$ cat src/rtl/s58tr_pkg.sv
// Shared types, constants and the 5x8 font ROM for the scaled text renderer.
package s58tr_pkg;

   localparam int unsigned COORD_BITS = 16;
   localparam int unsigned GLYPH_COLS = 5;
   localparam int unsigned GLYPH_ROWS = 8;
   localparam int unsigned GLYPH_DOTS = GLYPH_COLS * GLYPH_ROWS;

   localparam logic [7:0] CHAR_CR = 8'h0D;
   localparam logic [7:0] CHAR_LF = 8'h0A;

   localparam logic REQ_START = 1'b0;
   localparam logic REQ_CHAR  = 1'b1;

   localparam logic [2:0] CSR_DOT_WIDTH   = 3'd0;
   localparam logic [2:0] CSR_DOT_HEIGHT  = 3'd1;
   localparam logic [2:0] CSR_DOT_GAP_X   = 3'd2;
   localparam logic [2:0] CSR_DOT_GAP_Y   = 3'd3;
   localparam logic [2:0] CSR_GLYPH_GAP_X = 3'd4;
   localparam logic [2:0] CSR_GLYPH_GAP_Y = 3'd5;

   typedef logic [COORD_BITS-1:0] coord_type;
   typedef logic [GLYPH_DOTS-1:0] glyph_type;

   typedef struct packed {
      logic               req_type;
      logic signed [15:0] origin_x;
      logic signed [15:0] origin_y;
      logic [31:0]        text_color;
      logic [7:0]         char_code;
   } req_item_type;

   typedef struct packed {
      logic signed [15:0] rect_x;
      logic signed [15:0] rect_y;
      logic [31:0]        rect_color;
      logic               last_of_char;
   } rsp_item_type;

   // Commands from the controller to the datapath.
   typedef struct packed {
      logic load_origin;
      logic line_break;
      logic load_glyph;
      logic step;
      logic advance;
   } cmd_type;

   // Status from the datapath to the controller.
   typedef struct packed {
      logic out_free;
      logic scan_last;
   } status_type;

   // Dot pattern of a character, row 0 in the top bits, leftmost column first.
   // Bytes without a pattern fall back to the question mark.
   function automatic glyph_type glyph_bits(input logic [7:0] code);
      glyph_type g;
      case (code)
         8'h20: g = {5'h00,5'h00,5'h00,5'h00,5'h00,5'h00,5'h00,5'h00};
         8'h2C: g = {5'h00,5'h00,5'h00,5'h00,5'h00,5'h06,5'h02,5'h04};
         8'h3B: g = {5'h00,5'h00,5'h06,5'h06,5'h00,5'h06,5'h02,5'h04};
         8'h2E: g = {5'h00,5'h00,5'h00,5'h00,5'h00,5'h06,5'h06,5'h00};
         8'h3A: g = {5'h00,5'h06,5'h06,5'h00,5'h06,5'h06,5'h00,5'h00};
         8'h2A: g = {5'h00,5'h04,5'h15,5'h0E,5'h15,5'h04,5'h00,5'h00};
         8'h7E: g = {5'h00,5'h08,5'h15,5'h02,5'h00,5'h00,5'h00,5'h00};
         8'h5E: g = {5'h04,5'h0A,5'h11,5'h00,5'h00,5'h00,5'h00,5'h00};
         8'h22: g = {5'h0A,5'h0A,5'h00,5'h00,5'h00,5'h00,5'h00,5'h00};
         8'h27: g = {5'h04,5'h04,5'h00,5'h00,5'h00,5'h00,5'h00,5'h00};
         8'h5C: g = {5'h00,5'h10,5'h08,5'h04,5'h02,5'h00,5'h00,5'h00};
         8'h2F: g = {5'h00,5'h02,5'h04,5'h08,5'h10,5'h00,5'h00,5'h00};
         8'h23: g = {5'h0A,5'h0A,5'h1F,5'h0A,5'h1F,5'h0A,5'h0A,5'h00};
         8'h21: g = {5'h04,5'h04,5'h04,5'h04,5'h00,5'h04,5'h04,5'h00};
         8'h5F: g = {5'h00,5'h00,5'h00,5'h00,5'h00,5'h00,5'h1F,5'h00};
         8'h24: g = {5'h04,5'h0F,5'h14,5'h0E,5'h05,5'h1E,5'h04,5'h00};
         8'h25: g = {5'h18,5'h19,5'h02,5'h04,5'h08,5'h13,5'h03,5'h00};
         8'h26: g = {5'h08,5'h14,5'h14,5'h08,5'h15,5'h12,5'h0D,5'h00};
         8'h40: g = {5'h0E,5'h11,5'h15,5'h17,5'h14,5'h10,5'h0F,5'h00};
         8'h3C: g = {5'h02,5'h04,5'h08,5'h10,5'h08,5'h04,5'h02,5'h00};
         8'h3E: g = {5'h08,5'h04,5'h02,5'h01,5'h02,5'h04,5'h08,5'h00};
         8'h7C: g = {5'h04,5'h04,5'h04,5'h04,5'h04,5'h04,5'h04,5'h00};
         8'h3D: g = {5'h00,5'h00,5'h1F,5'h00,5'h1F,5'h00,5'h00,5'h00};
         8'h2B: g = {5'h00,5'h04,5'h04,5'h1F,5'h04,5'h04,5'h00,5'h00};
         8'h2D: g = {5'h00,5'h00,5'h00,5'h1F,5'h00,5'h00,5'h00,5'h00};
         8'h5B: g = {5'h06,5'h04,5'h04,5'h04,5'h04,5'h04,5'h06,5'h00};
         8'h5D: g = {5'h0C,5'h04,5'h04,5'h04,5'h04,5'h04,5'h0C,5'h00};
         8'h28: g = {5'h02,5'h04,5'h08,5'h08,5'h08,5'h04,5'h02,5'h00};
         8'h29: g = {5'h08,5'h04,5'h02,5'h02,5'h02,5'h04,5'h08,5'h00};
         8'h7B: g = {5'h03,5'h04,5'h04,5'h08,5'h04,5'h04,5'h03,5'h00};
         8'h7D: g = {5'h18,5'h04,5'h04,5'h02,5'h04,5'h04,5'h18,5'h00};
         8'h30: g = {5'h0E,5'h11,5'h11,5'h15,5'h11,5'h11,5'h0E,5'h00};
         8'h31: g = {5'h04,5'h0C,5'h04,5'h04,5'h04,5'h04,5'h0E,5'h00};
         8'h32: g = {5'h06,5'h09,5'h01,5'h02,5'h04,5'h08,5'h1F,5'h00};
         8'h33: g = {5'h1F,5'h02,5'h04,5'h02,5'h01,5'h11,5'h0E,5'h00};
         8'h34: g = {5'h02,5'h06,5'h0A,5'h12,5'h1F,5'h02,5'h02,5'h00};
         8'h35: g = {5'h1F,5'h10,5'h1E,5'h01,5'h01,5'h11,5'h0E,5'h00};
         8'h36: g = {5'h06,5'h08,5'h10,5'h1E,5'h11,5'h11,5'h0E,5'h00};
         8'h37: g = {5'h1F,5'h01,5'h02,5'h04,5'h08,5'h08,5'h08,5'h00};
         8'h38: g = {5'h0E,5'h11,5'h11,5'h0E,5'h11,5'h11,5'h0E,5'h00};
         8'h39: g = {5'h0E,5'h11,5'h11,5'h0F,5'h01,5'h02,5'h0C,5'h00};
         8'h41: g = {5'h0E,5'h11,5'h11,5'h1F,5'h11,5'h11,5'h11,5'h00};
         8'h42: g = {5'h1E,5'h11,5'h11,5'h1E,5'h11,5'h11,5'h1E,5'h00};
         8'h43: g = {5'h0E,5'h11,5'h10,5'h10,5'h10,5'h11,5'h0E,5'h00};
         8'h44: g = {5'h1E,5'h11,5'h11,5'h11,5'h11,5'h11,5'h1E,5'h00};
         8'h45: g = {5'h1F,5'h10,5'h10,5'h1E,5'h10,5'h10,5'h1F,5'h00};
         8'h46: g = {5'h1F,5'h10,5'h10,5'h1E,5'h10,5'h10,5'h10,5'h00};
         8'h47: g = {5'h0E,5'h11,5'h10,5'h17,5'h11,5'h11,5'h0E,5'h00};
         8'h48: g = {5'h11,5'h11,5'h11,5'h1F,5'h11,5'h11,5'h11,5'h00};
         8'h49: g = {5'h0E,5'h04,5'h04,5'h04,5'h04,5'h04,5'h0E,5'h00};
         8'h4A: g = {5'h07,5'h02,5'h02,5'h02,5'h02,5'h12,5'h0C,5'h00};
         8'h4B: g = {5'h11,5'h12,5'h14,5'h18,5'h14,5'h12,5'h11,5'h00};
         8'h4C: g = {5'h10,5'h10,5'h10,5'h10,5'h10,5'h10,5'h1F,5'h00};
         8'h4D: g = {5'h11,5'h1B,5'h15,5'h11,5'h11,5'h11,5'h11,5'h00};
         8'h4E: g = {5'h11,5'h19,5'h15,5'h13,5'h11,5'h11,5'h11,5'h00};
         8'h4F: g = {5'h0E,5'h11,5'h11,5'h11,5'h11,5'h11,5'h0E,5'h00};
         8'h50: g = {5'h1E,5'h11,5'h11,5'h1E,5'h10,5'h10,5'h10,5'h00};
         8'h51: g = {5'h0E,5'h11,5'h11,5'h11,5'h15,5'h12,5'h0D,5'h00};
         8'h52: g = {5'h1E,5'h11,5'h11,5'h1E,5'h14,5'h12,5'h11,5'h00};
         8'h53: g = {5'h0F,5'h10,5'h10,5'h0E,5'h01,5'h01,5'h1E,5'h00};
         8'h54: g = {5'h1F,5'h04,5'h04,5'h04,5'h04,5'h04,5'h04,5'h00};
         8'h55: g = {5'h11,5'h11,5'h11,5'h11,5'h11,5'h11,5'h0E,5'h00};
         8'h56: g = {5'h11,5'h11,5'h11,5'h11,5'h11,5'h0A,5'h04,5'h00};
         8'h57: g = {5'h11,5'h11,5'h11,5'h15,5'h15,5'h15,5'h0A,5'h00};
         8'h58: g = {5'h11,5'h11,5'h0A,5'h04,5'h0A,5'h11,5'h11,5'h00};
         8'h59: g = {5'h11,5'h11,5'h11,5'h0A,5'h04,5'h04,5'h04,5'h00};
         8'h5A: g = {5'h1F,5'h01,5'h02,5'h04,5'h08,5'h10,5'h1F,5'h00};
         8'h61: g = {5'h00,5'h00,5'h0E,5'h01,5'h0F,5'h11,5'h0F,5'h00};
         8'h62: g = {5'h10,5'h10,5'h16,5'h19,5'h11,5'h11,5'h1E,5'h00};
         8'h63: g = {5'h00,5'h00,5'h0E,5'h10,5'h10,5'h11,5'h0E,5'h00};
         8'h64: g = {5'h01,5'h01,5'h0D,5'h13,5'h11,5'h11,5'h0F,5'h00};
         8'h65: g = {5'h00,5'h00,5'h0E,5'h11,5'h1F,5'h10,5'h0E,5'h00};
         8'h66: g = {5'h06,5'h09,5'h08,5'h1C,5'h08,5'h08,5'h08,5'h00};
         8'h67: g = {5'h00,5'h00,5'h0E,5'h11,5'h11,5'h0F,5'h01,5'h0E};
         8'h68: g = {5'h10,5'h10,5'h16,5'h19,5'h11,5'h11,5'h11,5'h00};
         8'h69: g = {5'h04,5'h00,5'h0C,5'h04,5'h04,5'h04,5'h0E,5'h00};
         8'h6A: g = {5'h01,5'h00,5'h03,5'h01,5'h01,5'h01,5'h12,5'h0C};
         8'h6B: g = {5'h08,5'h08,5'h09,5'h0A,5'h0C,5'h0A,5'h09,5'h00};
         8'h6C: g = {5'h0C,5'h04,5'h04,5'h04,5'h04,5'h04,5'h0E,5'h00};
         8'h6D: g = {5'h00,5'h00,5'h1A,5'h15,5'h15,5'h11,5'h11,5'h00};
         8'h6E: g = {5'h00,5'h00,5'h16,5'h19,5'h11,5'h11,5'h11,5'h00};
         8'h6F: g = {5'h00,5'h00,5'h0E,5'h11,5'h11,5'h11,5'h0E,5'h00};
         8'h70: g = {5'h00,5'h00,5'h1E,5'h11,5'h11,5'h1E,5'h10,5'h10};
         8'h71: g = {5'h00,5'h00,5'h0D,5'h13,5'h11,5'h0F,5'h01,5'h01};
         8'h72: g = {5'h00,5'h00,5'h16,5'h19,5'h10,5'h10,5'h10,5'h00};
         8'h73: g = {5'h00,5'h00,5'h0E,5'h10,5'h0E,5'h01,5'h1E,5'h00};
         8'h74: g = {5'h08,5'h08,5'h1C,5'h08,5'h08,5'h09,5'h06,5'h00};
         8'h75: g = {5'h00,5'h00,5'h11,5'h11,5'h11,5'h13,5'h0D,5'h00};
         8'h76: g = {5'h00,5'h00,5'h11,5'h11,5'h11,5'h0A,5'h04,5'h00};
         8'h77: g = {5'h00,5'h00,5'h11,5'h11,5'h15,5'h15,5'h0A,5'h00};
         8'h78: g = {5'h00,5'h00,5'h11,5'h0A,5'h04,5'h0A,5'h11,5'h00};
         8'h79: g = {5'h00,5'h00,5'h11,5'h11,5'h11,5'h0F,5'h01,5'h0E};
         8'h7A: g = {5'h00,5'h00,5'h1F,5'h02,5'h04,5'h08,5'h1F,5'h00};
         default: g = {5'h0E,5'h11,5'h01,5'h02,5'h04,5'h00,5'h04,5'h00};
      endcase
      return g;
   endfunction

endpackage

$ cat src/rtl/s58tr_ctrl.sv
// Controller: decodes each request and sequences the dot scan of a character.
module s58tr_ctrl (
   input  logic                    clock,
   input  logic                    reset,
   input  logic                    req_valid,
   output logic                    req_stall,
   input  s58tr_pkg::req_item_type req_data,
   input  s58tr_pkg::status_type   status,
   output s58tr_pkg::cmd_type      cmd
);

   typedef enum logic {
      ST_IDLE,
      ST_SCAN
   } state_type;

   state_type state_ff, state_in;
   logic      accept, is_break;

   assign accept   = req_valid && (state_ff == ST_IDLE);
   assign is_break = (req_data.char_code == s58tr_pkg::CHAR_CR) ||
                     (req_data.char_code == s58tr_pkg::CHAR_LF);

   always_comb begin
      state_in = state_ff;
      cmd      = '0;
      case (state_ff)
         ST_IDLE: begin
            if (accept) begin
               if (req_data.req_type == s58tr_pkg::REQ_START) begin
                  cmd.load_origin = 1'b1;
               end else if (is_break) begin
                  cmd.line_break = 1'b1;
               end else begin
                  cmd.load_glyph = 1'b1;
                  state_in       = ST_SCAN;
               end
            end
         end
         ST_SCAN: begin
            // One dot position per cycle, held back while the result register holds a stalled rectangle.
            if (status.out_free) begin
               cmd.step = 1'b1;
               if (status.scan_last) begin
                  cmd.advance = 1'b1;
                  state_in    = ST_IDLE;
               end
            end
         end
         default: state_in = ST_IDLE;
      endcase
   end

   always_ff @(posedge clock) begin
      if (reset) begin
         state_ff <= ST_IDLE;
      end else begin
         state_ff <= state_in;
      end
   end

   assign req_stall = (state_ff != ST_IDLE);

endmodule

$ cat config.mk
export PLATFORM = sky130hd
export DESIGN_NAME = s58tr_ctrl
export DESIGN_NICKNAME = d
export VERILOG_FILES = /design/src/rtl/s58tr_pkg.sv /design/src/rtl/s58tr_ctrl.sv
export SDC_FILE = /design/constraint.sdc
export NUM_CORES = 1
export LEC_CHECK = 0
export BUFFER_PORTS_ARGS = -buffer_cell sky130_fd_sc_hd__buf_2
export CORE_AREA = 2 2 39 41
export DETAILED_ROUTE_END_ITERATION = 16
export DIE_AREA = 0 0 41 43
export PLACE_DENSITY = 0.79
export SLEW_MARGIN = 20
export SYNTH_ARGS = -nofsm -noshare
export SYNTH_HDL_FRONTEND = slang
export SYNTH_SLANG_ARGS = --single-unit
$ cat constraint.sdc
create_clock -name clock -period 1.4 [get_ports clock]
set_clock_uncertainty 0.2 [all_clocks]
set_input_delay 0.21 -clock clock [delete_from_list [all_inputs] [get_ports clock]]
set_output_delay 0.21 -clock clock [all_outputs]
set_load 0.01 [all_outputs]
==> impl_metrics.ini, run 1 <==
[critical_path]
required_ns = 0.99
slowest_stage = nor4_4
critPathKind = primary input to output pin
max_stage_delay_ns = 0.25
critical_path.top_delay_family = simple AND/OR/NAND/NOR gates
crit_fanout = 3
startpoint_type = primary input
crit_path_end_kind = output pin
critical_path_buf_inv_count = 2
cp_num_cells = 5
path_cells = buf_6 -> nor4_4 -> o211a_1 -> and2b_1 -> buf_2
rr_worst_depth = 2
arrival_ns = 1.01

[sta]
setup_viol = 2
relSlewSlack = 0.871
rsz0062_at_grt = yes
final.setup.tns_ns = -0.0399
hold_slack_ns = 0.218
setup_slack_ns = -0.0222
drv_slew = 0
layout_min_cycle_time_ns = 1.42
fmax_ghz = 0.703
post-route-period-util = 1.02
worst_slew_pin_slew_ns = 0.192
final_hold_viol_count = 0

[place]
globalplace.congestion = 0.584
placed_area_sq_um = 238
io_buffers = 19

[detailed_routing]
drc = 0
first_pass_iters = 2
via_per_inst = 3.88
drt-initial-drc-count = 1
antenna_left = 0
wl_per_cell_um = 10.5
vias = 198
wl_um = 536

[logic_synthesis]
yosysWarnings = 0
yosysSeqAreaShare = 0.174
synth.largest_area_cell = dfxtp_1
synth.area.top_cells = dfxtp_1, nand3b_1, nor3b_1
syn_area_sq_um = 115
synth_seq_cells = 1
avgSynthCellArea_sq_um = 8.22
synth_nets = 92
netlist_instances = 14
yosysTopAreaCellShare = 0.174
synth_cell_types = 12

[floorplan]
die_area_sq_um = 1760
ios = 84
rows = 14
die_x_um = 41
die_y_um = 43
core_region_area_sq_um = 1380
start_util = 0.0832

[power_and_ir_drop]
finalPower_mw = 0.0908
power.density_nw_per_um2 = 325
switching_share = 0.293
p_seq_frac = 0.370
p_clk_frac = 0
intPower_mw = 0.0642
comb_power_share = 0.630
netSwitchingPower_mw = 0.0266
ir_drop_mv = 0.179
leakagePower_nw = 0.165

[final_layout]
fillers = 153
drive_gt1_frac = 0.657
n_antenna_cell = 0
final_common_cell = buf_2
fin_area_sq_um = 279
final_net_count = 115
area_growth_pct = 142
multi_input_area_sq_um = 110
mostFrequentLayoutCells = buf_2, buf_6, nand3b_1, nor3b_1, buf_4
largest_reg_flops = 1
seqCellArea_sq_um = 20.0

[outcome]
violations = negative setup slack
status = finished, violations left

[clocking]
clk_pin_slew_worst_paths_ns = 0
insertion_delay_ns = 0

[grt]
grtUsageTotal = 0.0530
overflow = 0
first_global_vias = 183
antenna_found_initial = 0
grt_max_degree = 7
grt_pass1_wl_um = 655

[job]
drv_cap = 0

[min_path]
min-delay-path-class = primary input to flop
hold_depth = 2
cell type report:
| cell class | count | area share |
|---|---|---|
| multi-input cells | 13 | 0.395 |
| flip-flops and latches | 1 | 0.0717 |
| repair buffers | 21 | 0.462 |
| well taps | 16 | 0.0717 |
cells in the mapped netlist:
cell,number
o211a_1,1
nor4_1,1
nor3b_1,2
o31ai_2,1
and2_1,1
dfxtp_1,1
nand3b_1,2
nor2_1,1
and2b_1,1
and3_1,1
and3b_1,1
nand2_1,1
kinds of logic after synthesis:
logic type       Yosys count  share of synthesized area
flip-flops                 1                      0.174
AO/OA/AOI/OAI              2                      0.196
AND/OR/NAND/NOR           11                      0.630
worst reg2reg max path, stage by stage (launching register included):
cell and delay [ns]:
dfxtp_1 0.32, nand3b_1 0.24, o31ai_2 0.24
stage by stage:
step	std cells	worst slack [ns]	utilization
6_report	51	-0.0222	0.202
5_1_grt	51	-0.0643	0.202
4_1_cts	50	-0.0231	0.185
3_5_place_dp	50	-0.0485	0.172
3_3_place_gp	50	-0.0365	0.172
2_1_floorplan	14	0.159	-
timing repair:
item,in CTS,in global routing
hold buffers,0,0
endpoints found under the setup margin,1,2
cloned,0,0
pin swaps,3,2
gates resized for setup,3,2
buffers inserted,0,1
metal layers:
layer | track usage | up-vias | part of all wire
met5 | 0 | - | 0
met4 | 0 | 0 | 0
met3 | 0.0314 | 0 | 0.23
met2 | 0.0750 | 20 | 0.32
met1 | 0.0730 | 81 | 0.45
li1 | - | 97 | -
path summary, 6_finish.rpt:
check,start,to,slack (ns)
min,reset,req_stall,0.22
min reg2reg,req_stall,req_stall,0.34
max,req_data[4],cmd[3],-0.02
max reg2reg,req_stall,req_stall,0.32
power groups by stage:
stage	Combinational [mW]	Sequential [mW]	Clock, mW
2_1_floorplan	0.0160	0.0344	0
3_3_place_gp	0.0462	0.0335	0
3_5_place_dp	0.0473	0.0336	0
4_1_cts	0.0523	0.0336	0
5_1_grt	0.0626	0.0341	0
6_report	0.0572	0.0336	0
(Power assumes the default switching activity.)
==> inputs of run 2 (changes only) <==
- RECOVER_POWER: default -> 100
==> run 2 against run 1 <==
Net effect: critical path type unchanged; final cell count is the same; first-iteration DRC count did not move; routed wire length is 0.37% higher; core utilization fell by 0.27 points; worst setup slack did not move; worst hold slack stayed put; combinational power decreased by 2%; the flow still finishes with violations (negative setup slack).
==> impl_metrics.ini, run 2 (same netlist as run 1, synthesis figures left out) <==
[sta]
final.setup.tns_ns = -0.0399
relSlewSlack = 0.871
layout_min_cycle_time_ns = 1.42
final_hold_viol_count = 0
fmax_ghz = 0.703
post-route-period-util = 1.02
setup_viol = 2
drv_slew = 0
rsz0062_at_grt = yes
worst_slew_pin_slew_ns = 0.192
setup_slack_ns = -0.0222

[place]
placed_area_sq_um = 238
globalplace.congestion = 0.584
io_buffers = 19
dp_slack_ns = -0.0485

[clocking]
insertion_delay_ns = 0
clk_pin_slew_worst_paths_ns = 0

[critical_path]
crit_fanout = 3
critPathKind = primary input to output pin
crit_path_end_kind = output pin
rr_worst_depth = 2
arrival_ns = 1.01
r2r_slack_ns = 0.31
required_ns = 0.99
rr_startpoint = req_stall
startpoint_type = primary input
r2r-end = req_stall

[final_layout]
mostFrequentLayoutCells = buf_2, buf_6, clkbuf_1
largest_reg_flops = 1
final_net_count = 115
area_growth_pct = 139
fin_area_sq_um = 275
fin_util = 0.199
final_common_cell = buf_2
fillers = 156
drive_gt1_frac = 0.571
n_antenna_cell = 0

[grt]
grt_pass1_wl_um = 655
grtUsageTotal = 0.0530
grt_max_degree = 7
overflow = 0
antenna_found_initial = 0
first_global_vias = 183

[detailed_routing]
via_per_inst = 3.90
wl_met1_um = 242
wl_um = 538
met2_length_um = 172
drc = 0
dr.max_layer_used = met3
wl_met3_um = 122
first_pass_iters = 2
vias = 199
antenna_left = 0
wl_per_cell_um = 10.5
drt-initial-drc-count = 1

[floorplan]
die_x_um = 41
ios = 84
die_y_um = 43
core_region_area_sq_um = 1380
die_area_sq_um = 1760
start_util = 0.0832
rows = 14

[power_and_ir_drop]
leakagePower_nw = 0.152
finalPower_mw = 0.0897
power.density_nw_per_um2 = 326
ir_drop_mv = 0.179

[outcome]
status = finished, violations left
violations = negative setup slack

[job]
drv_cap = 0

[min_path]
min-delay-path-class = primary input to flop
min_from = reset
hold_depth = 2
min_to = req_stall
==> run 2: metal layers <==
metal,track usage,up-vias
li1,-,97
met1,0.0730,82
met2,0.0750,20
met3,0.0314,0
met4,0,0
met5,0,-
==> run 2: worst max-delay path by stage <==
stage           startpoint     end
5_1_grt        req_data[4]  cmd[3]
3_5_place_dp   req_data[5]  cmd[3]
2_1_floorplan  req_data[5]  cmd[3]
4_1_cts        req_data[6]  cmd[3]
6_report       req_data[4]  cmd[3]
3_3_place_gp   req_data[5]  cmd[3]
==> run 2: per-stage QoR <==
step                instances  hold WS, ns
floorplan                  14        0.108
global placement           50        0.215
detailed placement         50        0.220
CTS                        50        0.220
global route               51        0.238
finish                     51        0.218
==> run 2: power by group <==
| group | internal, mW | switching, mW |
|---|---|---|
| clock | 0 | 0 |
| combinational | 0.0316 | 0.0244 |
| sequential | 0.0313 | 0.00242 |
==> run 2: critical path: stages <==
cell,delay [ns]
buf_6,0.09
nor4_4,0.25
o211a_1,0.21
and2b_1,0.12
buf_2,0.12
==> run 2: final cells by class <==
class / count / area (sq um) / share of cell area
well taps: 16 / 20.0 / 0.0727
flip-flops and latches: 1 / 20.0 / 0.0727
multi-input cells: 13 / 110 / 0.400
repair buffers: 21 / 125 / 0.455
==> run 2: what timing repair did <==
item	in CTS	in global routing
setup endpoints to repair	1	2
gates resized for setup	3	2
hold buffers	0	0
buffers inserted	0	1
pin swaps	3	2
==> inputs of run 3 (changes only) <==
- MAX_ROUTING_LAYER: default -> met4
- PLACE_DENSITY: 0.79 -> 0.77
- clock period: 1.4 -> 1.3 ns (I/O delays scaled with it)
==> run 3 against run 2 <==
Net effect: register-to-register slack got worse by 0.03 ns; sequential share of layout area decreased by 0.13 points; final cell count unchanged; worst setup slack got worse by 0.051 ns; critical path type unchanged; the flow still finishes with violations (negative setup slack); combinational power increased by 16%; routed wire length decreased by 6.1%; sequential cell count unchanged; first-iteration DRC count decreased by 100%; design area increased by 1.8%; die area unchanged; core utilization increased by 0.36 points.
==> impl_metrics.ini, run 3 (same netlist as run 1, synthesis figures left out) <==
[grt]
antenna_found_initial = 0
overflow = 0
grt_max_degree = 6
first_global_vias = 179
grtUsageTotal = 0.0543
grt_pass1_wl_um = 655

[critical_path]
crit_fanout = 3
rr_worst_depth = 2
startpoint_type = primary input
r2r-end = req_stall
crit_path_end_kind = output pin
required_ns = 0.90
arrival_ns = 0.98
r2r_slack_ns = 0.28
critPathKind = primary input to output pin
rr_startpoint = req_stall

[power_and_ir_drop]
power.density_nw_per_um2 = 355
ir_drop_mv = 0.175
leakagePower_nw = 0.159
finalPower_mw = 0.0995

[detailed_routing]
wl_per_cell_um = 9.90
via_per_inst = 3.71
first_pass_iters = 1
vias = 189
wl_um = 505
drt-initial-drc-count = 0
drc = 0
antenna_left = 0

[sta]
layout_min_cycle_time_ns = 1.37
setup_slack_ns = -0.0732
fmax_ghz = 0.728
rsz0062_at_grt = yes
final_hold_viol_count = 0
post-route-period-util = 1.06
setup_viol = 2
drv_slew = 0
relSlewSlack = 0.877
worst_slew_pin_slew_ns = 0.183

[final_layout]
fin_area_sq_um = 280
final_net_count = 115
largest_reg_flops = 1
drive_gt1_frac = 0.600
multi_input_area_sq_um = 110
fillers = 155
final_common_cell = buf_2
area_growth_pct = 143
mostFrequentLayoutCells = buf_2, buf_6, nand3b_1, nor3b_1, clkbuf_1
n_antenna_cell = 0
seqCellArea_sq_um = 20.0

[floorplan]
start_util = 0.0832
rows = 14
core_region_area_sq_um = 1380
die_area_sq_um = 1760
die_x_um = 41
ios = 84
die_y_um = 43

[min_path]
min_from = reset
hold_depth = 2
min-delay-path-class = primary input to flop
min_to = req_stall

[outcome]
status = finished, violations left
violations = negative setup slack

[place]
globalplace.congestion = 0.580
io_buffers = 19
placed_area_sq_um = 245
dp_slack_ns = -0.123

[clocking]
clk_pin_slew_worst_paths_ns = 0
cts_hold_buffers = 0
insertion_delay_ns = 0

[job]
drv_cap = 0
-- run 3: cell type report --
type | instances | area share
sequential | 1 | 0.0714
tap | 16 | 0.0714
multi-input combinational | 13 | 0.393
timing repair buffer | 21 | 0.464
-- run 3: worst max-delay path by stage --
stage           startpoint  endpoint  slack, ns  cells after the start
5_1_grt        req_data[4]    cmd[3]      -0.13                      5
6_report       req_data[4]    cmd[3]      -0.07                      5
3_3_place_gp   req_data[5]    cmd[3]      -0.12                      5
4_1_cts        req_data[6]    cmd[3]      -0.09                      5
3_5_place_dp   req_data[5]    cmd[3]      -0.12                      5
2_1_floorplan  req_data[5]    cmd[3]       0.09                      3
-- run 3: what timing repair did --
item / 4_1_cts / 5_1_grt
endpoints found under the setup margin: 3 / 3
setup buffers: 0 / 0
resized for setup: 3 / 3
pin swaps: 4 / 2
-- run 3: per-layer routing --
metal,wire length [um],up-vias,part of all wire,global-route usage
met1,244,73,0.48,0.0794
met3,119,0,0.24,0.0314
met4,0,0,0,0
met5,0,-,0,-
met2,141,20,0.28,0.0688
li1,-,96,-,-
-- run 3: stage by stage --
stage                     setup TNS (ns)  utilization  instances  hold slack, ns
after global routing              -0.246        0.203         51           0.219
after detailed placement          -0.197        0.177         51           0.205
after floorplan                        0            -         14          0.0926
after global placement            -0.188        0.177         51           0.202
after CTS                         -0.136        0.191         51           0.205
final                            -0.0939        0.203         51           0.203
-- run 3: power by group --
group / switching (mW) / internal (mW) / total (mW)
clock: 0 / 0 / 0
combinational: 0.0276 / 0.0374 / 0.0650
sequential: 0.000844 / 0.0337 / 0.0345
-- run 3: worst max-delay path, stage by stage --
cell and delay [ns]:
buf_6 0.09, nor4_4 0.25, o211a_1 0.20, and2b_1 0.12
buf_2 0.12
